[config.mk]
export PLATFORM = sky130hd
export DESIGN_NAME = misu_ram
export DESIGN_NICKNAME = d
export VERILOG_FILES = /design/src/rtl/misu_ram.sv
export SDC_FILE = /design/constraint.sdc
export NUM_CORES = 2
export LEC_CHECK = 0
export ABC_AREA = 1
export BUFFER_PORTS_ARGS = -buffer_cell sky130_fd_sc_hd__buf_2
export CORE_MARGIN = 5
export CORE_UTILIZATION = 25
export CTS_CLUSTER_SIZE = 8
export DETAILED_ROUTE_END_ITERATION = 10
export PLACE_DENSITY = 0.42
export SETUP_SLACK_MARGIN = 0.1
export SYNTH_ARGS = -nofsm -noshare
export SYNTH_HDL_FRONTEND = slang
export SYNTH_SLANG_ARGS = --single-unit
export TNS_END_PERCENT = 1
[constraint.sdc]
create_clock -name clk_i -period 13.9 [get_ports clk_i]
set_input_delay 3.475 -clock clk_i [delete_from_list [all_inputs] [get_ports clk_i]]
set_output_delay 3.475 -clock clk_i [all_outputs]
set_load 0.01 [all_outputs]
[src/rtl/misu_ram.sv]
// generic single-port-write, single-port-read ram with registered read
module misu_ram #(
  parameter int WIDTH = 64,
  parameter int DEPTH = 64
) (
  input  logic                     clk_i,
  input  logic                     we_i,
  input  logic [$clog2(DEPTH)-1:0] waddr_i,
  input  logic [WIDTH-1:0]         wdata_i,
  input  logic                     re_i,
  input  logic [$clog2(DEPTH)-1:0] raddr_i,
  output logic [WIDTH-1:0]         rdata_o
);

  logic [WIDTH-1:0] mem_q [DEPTH];
  logic [WIDTH-1:0] rdata_q;

  always_ff @(posedge clk_i) begin
    if (we_i) begin
      mem_q[waddr_i] <= wdata_i;
    end
    if (re_i) begin
      rdata_q <= mem_q[raddr_i];
    end
  end

  assign rdata_o = rdata_q;

endmodule

==> impl_metrics.csv <==
group,metric,value,unit
outcome,outcome,"finished, final reports clean",
power_and_ir_drop,ir_worst_vdd,0.000127,V
critical_path,path_class,"primary input to register",
logic_synthesis,ys_seq_area_share,75.3,%
logic_synthesis,yosysWarnings,0,
layout,layout.core_utilization,29.0,%
cts,h-tree-depth,6,
logic_synthesis,synth_area_leader_cell,"edfxtp_1",
timing,tns,0,ns
drt,via_count,109000,
critical_path,rr_worst_depth,8,
cts,cts_setup_buffers,0,
timing,worstMarginPinSlew,1.37,ns
logic_synthesis,synthCells,13400,
global_route,grt_max_degree,185,
critical_path,arrival,7.88,ns
critical_path,timing.rr.end,"rdata_o[54]",
layout,drive_gt1_share,8.55,%
logic_synthesis,yosys.area_share.xor_xnor,0,%
logic_synthesis,muxShareOfSynthArea,0,%
cts,cts_hold_buf,0,
critical_path,r2r_slack,11.80,ns
timing,finalCritPeriodShare,50.1,%
logic_synthesis,synth_area_leaders,"edfxtp_1 (75%), nand3_1 (12%), nand2_1 (10%)",
critical_path,critPathRequiredTime,14.81,ns
cts,cts_resized,0,
cts,worstSkewPairLatency,1.08,ns
logic_synthesis,synth_simple_gate_area_share,21.8,%
layout,fill_cells,67200,
logic_synthesis,netlist.area_leader.share,75.3,%
timing,slew_viol_final,0,
global_route,track_usage,17.6,%
drt,postRouteAntennaNets,0,
logic_synthesis,synth_compound_area_share,0,%
placement,dp_worst_setup_slack,5.96,ns
global_route,grt_pass1_wl,860000,um
global_route,antenna_found_initial,72,
global_route,grt_pass1_vias,105000,
critical_path,critPathTopFamily,"buffers and inverters",
power_and_ir_drop,p_per_area,149,mW/mm2
cts,clk_path_buf_depth,4,
cts,cts_inserted_buffers,591,
timing,rsz0062_at_grt,"false",
critical_path,reg2reg_from,"mem_q[16][54]",
hold_path,hold_class,"register to register",
layout,multi_input_area,0.0366,mm2
timing,fin_crit,6.96,ns
logic_synthesis,ys_seq_elements,4160,
drt,dr.pass1.iters,5,
timing,relSlewSlack,8.76,%
layout,nNetsFinal,13600,
critical_path,cp_max_fo,106,
floorplanning,dieArea,0.680,mm2
timing,finalHoldViolCount,0,
cts,cts_num_sinks,4160,
power_and_ir_drop,cellLeakagePower,65.6,nW
hold_path,holdPathEnd,"rdata_o[37]",
placement,post-place-cells,21800,
floorplanning,coreArea,0.663,mm2
cts,cts_tree,"built",
layout,final_cells,22500,
drt,drt-initial-drc-count,10500,
layout,area_growth,15.8,%
placement,gp_congestion,0.741,
drt,vias_per_cell,4.82,
critical_path,worst_path_largest_cell_delay,0.93,ns
drt,routedWlPerCell,27.5,um
drt,routed_wl,619000,um
placement,hpwlAfterDp,308000,um
cts,clk_pin_slew,0.05,ns
logic_synthesis,synth_fa_ha_area_share,0,%
hold_path,whs_path_depth,8,
critical_path,worstSetupStartpointType,"primary input",
floorplanning,start_util,25.0,%
floorplanning,die_x,825,um
placement,port_buffers,142,
timing,setup_slack,6.94,ns
critical_path,slowest_stage,"buf_4",
timing,timing.fmax,144,MHz
flow_run,max-cap-violations,0,
critical_path,critical_path_buf_inv_count,5,
layout,register_area,0.125,mm2
critical_path,endpoint_kind,"register",
logic_synthesis,synth.net_count,13500,
timing,finalSetupViolations,0,
cts,cts_root_buf,"clkbuf_16",
logic_synthesis,ys_types,15,
logic_synthesis,syn-cell-area,0.166,mm2
global_route,gr-total-overflow,0,
floorplanning,die_height,825,um
hold_path,min_from,"mem_q[12][37]",
logic_synthesis,avgSynthCellArea,12.4,um2
critical_path,cp_cell_sequence,"buf_12 > buf_12 > buf_4 > buf_4 > buf_4 > nand2_1 > nand3_1 > nand3_1 > nand3_1 > nand3_1 > nand2_1 > nand2_1 > nand2_1",
floorplanning,pin_count,143,
floorplanning,num_rows,299,
logic_synthesis,synth_top_family_by_area,"simple AND/OR/NAND/NOR gates",
timing,finClkSkew,0.0410,ns
drt,drc,0,
## metal layers
metal  share of wire (%)  wire length, um  global-route usage, %  vias up
li1                    -                -                      -    48000
met1                  45           278000                   24.4    56400
met2                  48           294000                   29.2     3270
met3                 5.0            31000                   2.02      846
met4                 2.5            15200                   4.44       12
met5               0.012               76                      0        -
## worst max-delay path by stage
| stage | from | to | slack, ns | depth (start not counted) |
|---|---|---|---|---|
| final | raddr_i[0] | rdata_o[15] | 6.94 | 13 |
| after global routing | raddr_i[0] | rdata_o[14] | 6.73 | 13 |
| after CTS | raddr_i[0] | rdata_o[15] | 7.11 | 13 |
| after detailed placement | raddr_i[0] | rdata_o[15] | 5.96 | 13 |
| after global placement | raddr_i[0] | rdata_o[15] | 5.92 | 13 |
| after floorplan | we_i | mem_q[48][0] | 3.14 | 3 |
## power breakdown
group	internal [mW]	leakage (nW)	switching [mW]	total, mW
Sequential	13.9	37.5	0.0566	14.0
Combinational	0.351	20.3	1.20	1.55
Clock	7.66	7.80	5.36	13.0
## through the flow
stage,area [um2],hold slack (ns),total power [mW]
2_1_floorplan,166000,0.797,15.1
6_report,192000,0.856,28.6
4_1_cts,192000,0.857,28.9
3_3_place_gp,176000,0.855,15.8
5_1_grt,192000,0.931,29.5
3_5_place_dp,176000,0.855,15.8
## synthesized netlist by cell type (all sizes together)
| master | n |
|---|---|
| buf | 750 |
| clkbuf | 147 |
| edfxtp | 4160 |
| inv | 12 |
| nand2 | 4416 |
| nand3 | 3847 |
| nand4 | 9 |
| nor2 | 56 |
| nor4 | 8 |
## worst reg2reg max path: cells and delay by family (launching register included)
kind	cells	cell delay, ns
flip-flops	1	0.36
AND/OR/NAND/NOR	8	1.22
## cells by family after synthesis
family,count (synthesis)
flops,4160
buf+inv,909
simple gates,8336
## flip-flops by register name, indices dropped and copies added, names as in the netlist
register,count
rdata_o,64
mem_q,4096
## cell usage in the layout (no fill, tap or decap), types with 2 or more instances in the layout
cell,instances
diode_2,38
inv_16,12
nand3_1,3847
inv_6,14
nor2_4,56
edfxtp_1,4160
inv_1,6
buf_4,269
buf_12,33
nand4_1,9
clkinv_2,3
inv_8,3
nor4_2,8
buf_8,4
clkbuf_16,602
clkinv_8,9
buf_2,135
nand2_1,4416
buf_6,2
clkinv_16,12
## layout make-up
class / count / area share [%]
diodes: 38 / 0.0495
clock buffers: 603 / 7.84
clock inverters: 49 / 0.452
inverters: 12 / 0.0547
multi-input cells: 8336 / 19.0
flip-flops and latches: 4160 / 65.0
well taps: 8879 / 5.78
repair buffers: 443 / 1.79
No activity file was read; power rests on OpenSTA's default activity.
