==> src/rtl/misu_pkg.sv <==
// shared types and constants for the minimal interval set update unit
package misu_pkg;

  localparam int SLOTS_DEF     = 64;
  localparam int TIME_BITS_DEF = 16;
  localparam int FIELD_T_W     = 16;
  localparam int UTIL_W        = 32;
  localparam int SUM_W         = 48;
  localparam int CNT_OUT_W     = 7;
  localparam int STATUS_W      = 2;

  localparam logic MODE_INSERT = 1'b0;
  localparam logic MODE_CLEAR  = 1'b1;

  typedef enum logic [STATUS_W-1:0] {
    STATUS_OK     = 2'd0,
    STATUS_NESTED = 2'd1,
    STATUS_FULL   = 2'd2
  } status_e;

  typedef enum logic [2:0] {
    S_IDLE,
    S_SCAN,
    S_WRAP,
    S_SUB,
    S_ADD,
    S_DONE
  } fsm_e;

  typedef struct packed {
    logic clear;
    logic sub;
    logic add;
  } acc_cmd_t;

endpackage

==> src/rtl/misu_acc.sv <==
// saturating utility total and held interval count
module misu_acc import misu_pkg::*; #(
  parameter int SLOTS = SLOTS_DEF
) (
  input  logic                          clk_i,
  input  logic                          rst_ni,
  input  acc_cmd_t                      cmd_i,
  input  logic [UTIL_W+$clog2(SLOTS+1)-1:0] sub_val_i,
  input  logic [$clog2(SLOTS+1)-1:0]    sub_cnt_i,
  input  logic [UTIL_W-1:0]             add_val_i,
  output logic [SUM_W-1:0]              total_o,
  output logic [$clog2(SLOTS+1)-1:0]    count_o
);

  localparam int CNT_W = $clog2(SLOTS + 1);
  localparam logic [SUM_W-1:0] SUM_MAX = '1;

  logic [SUM_W-1:0] total_q, total_d;
  logic [CNT_W-1:0] count_q, count_d;
  logic [SUM_W-1:0] sub_ext, add_ext;

  assign sub_ext = SUM_W'(sub_val_i);
  assign add_ext = SUM_W'(add_val_i);

  always_comb begin
    total_d = total_q;
    count_d = count_q;
    if (cmd_i.clear) begin
      total_d = '0;
      count_d = '0;
    end else if (cmd_i.sub) begin
      total_d = (sub_ext >= total_q) ? '0 : (total_q - sub_ext);
      count_d = count_q - sub_cnt_i;
    end else if (cmd_i.add) begin
      total_d = (add_ext >= (SUM_MAX - total_q)) ? SUM_MAX : (total_q + add_ext);
      count_d = count_q + CNT_W'(1);
    end
  end

  always_ff @(posedge clk_i or negedge rst_ni) begin
    if (!rst_ni) begin
      total_q <= '0;
      count_q <= '0;
    end else begin
      total_q <= total_d;
      count_q <= count_d;
    end
  end

  assign total_o = total_q;
  assign count_o = count_q;

`ifndef SYNTH
  a_count_bound: assert property (@(posedge clk_i) disable iff (!rst_ni)
    count_q <= CNT_W'(SLOTS))
    else $error("held count above slot count");

  a_clear_zero: assert property (@(posedge clk_i) disable iff (!rst_ni)
    cmd_i.clear |=> (total_q == '0) && (count_q == '0))
    else $error("clear left a nonzero total or count");
`endif

endmodule

==> config.mk <==
export PLATFORM = sky130hd
export DESIGN_NAME = misu_acc
export DESIGN_NICKNAME = d
export VERILOG_FILES = /design/src/rtl/misu_pkg.sv /design/src/rtl/misu_acc.sv
export SDC_FILE = /design/constraint.sdc
export NUM_CORES = 1
export LEC_CHECK = 0
export BUFFER_PORTS_ARGS = -buffer_cell sky130_fd_sc_hd__buf_4
export CAP_MARGIN = 20
export CORE_AREA = 2 2 186 151
export DETAILED_ROUTE_END_ITERATION = 16
export DIE_AREA = 0 0 188 153
export PLACE_DENSITY = 0.48
export SYNTH_ARGS = -nofsm -noshare
export SYNTH_HDL_FRONTEND = slang
export SYNTH_SLANG_ARGS = --single-unit
==> constraint.sdc <==
create_clock -name clk_i -period 4.2 [get_ports clk_i]
set_input_delay 0 -clock clk_i [delete_from_list [all_inputs] [get_ports clk_i]]
set_output_delay 0 -clock clk_i [all_outputs]
set_load 0.1 [all_outputs]
==> results.md <==
- The post-synth design cell area is 0.00797 mm2.
- The actual slew at the worst max-slew pin is 0.857 ns.
- The first TritonRoute pass finished after 5 iterations.
- After detailed routing, the number of vias per cell comes to 5.76.
- Of the total synthesized cell area, the portion taken by AND, OR, NAND and NOR gates is 0.238.
- Headroom to the max-slew limit came out at 0.428.
- The flow ran to the end, and the final reports show no timing, DRC or antenna violations.
- The share of the Yosys chip area taken by registers is 0.173.
- The floorplan die area is 0.0288 mm2.
- During synthesis, Yosys emitted a total of 0 warnings.
- The compound-cell area share of the yosys netlist is 0.314.
- The share of cell area taken by muxes after synthesis is 0.00377.
- Timing would allow up to 268 MHz.
- The die is 153 um tall.
- The maximum net fanout on the critical path is 15.
- The leftover overflow at the end of global routing is 0.
- The slowest cell on the critical path is a211oi_1.
- STA puts the critical path data arrival time at 3.93 ns.
- The dominant cell type by count on the critical path is a31o_1.
- The initial antenna violation count is 0.
- The count of buffers added on input and output ports is 137.
- In the synthesized netlist the dominant register cell turns out to be dfrtp_1.
- The later pin in the worst-skew pair is clocked with a latency of 0.32 ns.
- The largest net degree at the start of global routing is 56.
- Together, buffers and inverters on the worst path number 1.
- The synthesized area per cell is 7.15 um2.
- The post-detailed-placement half-perimeter wirelength is 25.7 mm.
- The number of violations of the max-capacitance limit is 0.
- The largest single stage delay on the critical path is 0.47 ns.
- The diode insertion count for antenna repair is 0.
- The total leakage power is 4.44 nW.
- The met1 routing resource usage after global routing is 0.345.
- The residual DRC count is 0.
- After detailed placement, the total cell area comes to 0.00929 mm2.
- In the global route stage, overall resource usage came out at 0.228.
- The slack of the worst reg-to-reg path is 0.47 ns.
- Row generation in the floorplan step produced 54 rows.
- In the global route stage, met3 resource usage came out at 0.0436.
- The final setup violation count is 0.
- Tracing the worst setup path back leads to its startpoint at total_o[33]$_DFFE_PN0P_.
- Walking the worst path, the cells encountered are ha_1, a21o_1, a311o_1, a211oi_1, and2_1, a31o_1, a31o_1, buf_4, nor4_1, nor3_1, nor2_1.
- The element type at the critical path end is a flip-flop.
- The fraction of synthesized cell area in xor and xnor cells is 0.0736.
- Relative to the synthesized area, the layout overhead comes to 18.6%.
- The worst register-to-register path begins at total_o[33]$_DFFE_PN0P_.
- The number of synthesized flops with an enable pin is 0.
- In the finished design, the share of the clock period the worst path needs comes to 0.887.
- The violation count after the first detailed-routing iteration is 843.
- The areal power density over the cells is 416 mW/mm2.
- The maximum clock path buffer count is 2.
- After filler insertion, the fill cell instance count of the layout stands at 2,919.
- The cell area after layout is 0.00945 mm2.
- Clock tree synthesis inserted a total of 5 buffers.
- After detailed routing, the average wire length per cell comes to 21.1 um.
- The tree built by TritonCTS fans out to 55 sinks.
- The utilization after layout is 0.351.
- The critical path is of the reg -> reg type.
- Yosys mapped the design onto 76 distinct sky130hd cell types.
- STA classifies the critical path startpoint as a flip-flop.
- By area, the combinational part of the netlist is dominated by compound AO/OA/AOI/OAI gates.
- The die is 188 um wide.
- The share of final-layout standard cells stronger than drive strength 1 is 0.151.
- In the synthesized netlist the async set-or-reset flop fraction comes to 1.00.
- The number of global-route vias before repair came to 8,568.
- The total I/O pin count is 138.
- The final total negative setup slack is 0 ns.
- The worst path meets setup with 0.474 ns of slack.
- The kind of cell with the highest combined delay on the critical path is compound AO/OA/AOI/OAI gates.
- The worst path needs 3.73 ns of the cycle, external delays included.
- Buffers added to address setup during post-CTS repair amount to 0.
- The wire length of the first global-routing pass is 51.2 mm.
- After clock tree synthesis, the flow added hold-fix buffers numbering 1.
- The most congested layer reported by global routing is met1.
- The number of H-tree levels is 2.
- Summing over every cut layer, the via total after detailed routing is 9,049.
- The TritonCTS clock tree is done.
- The worst hold path begins at sub_cnt_i[0].
- The initial standard-cell utilization of the core is 0.296.
- For met2 alone, demand over resource in global routing was 0.330.
- The core outline area is 0.0270 mm2.
- The max-slew violation count is 0.
- After clock tree synthesis, the clock-pin slew on the worst setup and hold paths is 0.08 ns.
- The final RePlAce weighted congestion is 0.958.
- Synthesis handed over a netlist of 1,114 instances.
- Setup repair after global routing left no endpoint under its margin.
- The maximum vdd ir drop is 0.000167 V.
- Synthesis produced a netlist with a net count of 1,278.
- The register bit total from synthesis is 55.
- The most frequent standard cell in the layout excluding fill and tap cells is buf_4.
- The remaining antenna violation count is 0.
- The number of hold violations in the final report was 0.
- The post-cts gate resize count is 0.
- OpenSTA, run right after detailed placement, puts the worst setup slack at 0.494 ns.
- The class of the worst hold path is in -> reg.
- The tree is rooted in a clkbuf_16.
- The routed wire length is 33.2 mm.
- The final worst clock skew is 0.00825 ns.
- The number of nets in the layout is 1,371.
- In the layout the commonest cells are buf_4, a21oi_1, nand2_1.
- Data on the critical path is required at its endpoint by 4.40 ns.
- The synthesized-area fraction occupied by adder cells is 0.130.
==> per-stage QoR <==
step           power [W]  std cells  hold WS, ns
2_1_floorplan    0.00269       1114       -0.296
3_3_place_gp     0.00344       1562        0.152
3_5_place_dp     0.00343       1562        0.159
4_1_cts          0.00391       1571       0.0612
5_1_grt          0.00418       1572        0.114
6_report         0.00393       1572       0.0703
==> cell usage after synthesis (4+ instances only) <==
| library cell | count | area (um2) |
|---|---|---|
| clkbuf_1 | 54 | 203 |
| dfrtp_1 | 55 | 1380 |
| buf_2 | 12 | 60.1 |
| a311oi_1 | 5 | 43.8 |
| o22ai_1 | 5 | 31.3 |
| o211ai_1 | 21 | 158 |
| and3_1 | 12 | 75.1 |
| and4_1 | 4 | 35.0 |
| a2111oi_0 | 8 | 70.1 |
| nor3_1 | 25 | 125 |
| or2_2 | 7 | 43.8 |
| nor4_1 | 13 | 81.3 |
| a21oi_1 | 119 | 596 |
| buf_4 | 4 | 30.0 |
| a31oi_1 | 14 | 87.6 |
| a211oi_1 | 14 | 105 |
| nand2b_1 | 15 | 93.8 |
| o21a_1 | 11 | 82.6 |
| a21o_1 | 31 | 233 |
| a21boi_0 | 11 | 82.6 |
| nor2_1 | 91 | 342 |
| nand4_1 | 29 | 181 |
| xor2_1 | 27 | 236 |
| a221oi_1 | 5 | 43.8 |
| or3_1 | 13 | 81.3 |
| o221ai_1 | 4 | 35.0 |
| nand3b_1 | 5 | 37.5 |
| nor2b_1 | 15 | 93.8 |
| nand2_1 | 114 | 428 |
| o21bai_1 | 8 | 60.1 |
| xnor2_1 | 40 | 350 |
| inv_1 | 59 | 221 |
| and2_1 | 5 | 31.3 |
| nand3_1 | 24 | 120 |
| o21ai_0 | 72 | 360 |
| o31ai_1 | 12 | 90.1 |
| o2111ai_1 | 5 | 43.8 |
| ha_1 | 78 | 976 |
==> worst paths after layout <==
| path | to | cells past startpoint |
|---|---|---|
| worst max-delay path | total_o[33]$_DFFE_PN0P_ | 11 |
| worst min-delay path | count_o[0]$_DFFE_PN0P_ | 4 |
| worst max register to register | total_o[33]$_DFFE_PN0P_ | 11 |
| worst min register to register | total_o[2]$_DFFE_PN0P_ | 2 |
| max in group asynchronous | total_o[29]$_DFFE_PN0P_ | 2 |
| min in group asynchronous | count_o[5]$_DFFE_PN0P_ | 2 |
==> sequential cells by signal, indices dropped and copies added (netlist names) <==
signal   flops
total_o     48
count_o      7
==> per-layer routing <==
layer | part of all wire | vias to the layer above | routed length (um)
met1 | 0.49 | 4316 | 16300
met2 | 0.41 | 407 | 13500
met4 | 0.017 | 0 | 569
li1 | - | 4293 | -
met5 | 0 | - | 0
met3 | 0.082 | 33 | 2730
==> cells by family after synthesis <==
family | count (synthesis)
mux | 3
xor+xnor | 67
flops | 55
fa+ha+maj | 81
compound gates | 387
simple gates | 388
buf+inv | 133
==> where the power goes <==
part | total (W) | switching [W] | internal, W
registers | 0.000720 | 0.000117 | 0.000604
clock network | 0.000463 | 0.000241 | 0.000223
logic | 0.00275 | 0.00188 | 0.000870
total | 0.00393 | 0.00224 | 0.00170
==> cell type report <==
type / count / area [um2] / share of cell area
well taps: 364 / 455 / 0.0482
repair buffers: 159 / 1200 / 0.127
inverters: 60 / 225 / 0.0238
multi-input cells: 926 / 6060 / 0.641
flip-flops and latches: 55 / 1380 / 0.146
clock buffers: 6 / 129 / 0.0136
clock inverters: 2 / 12.5 / 0.00132
==> worst min-delay path, delay by kind of cell <==
family	cells	cell delay [ns]
adders and majority gates	1	0.12
and+or+nand+nor	1	0.10
buffers and inverters	1	0.07
AOI/OAI and AO/OA	1	0.05
Power figures use the tool's default switching activity.
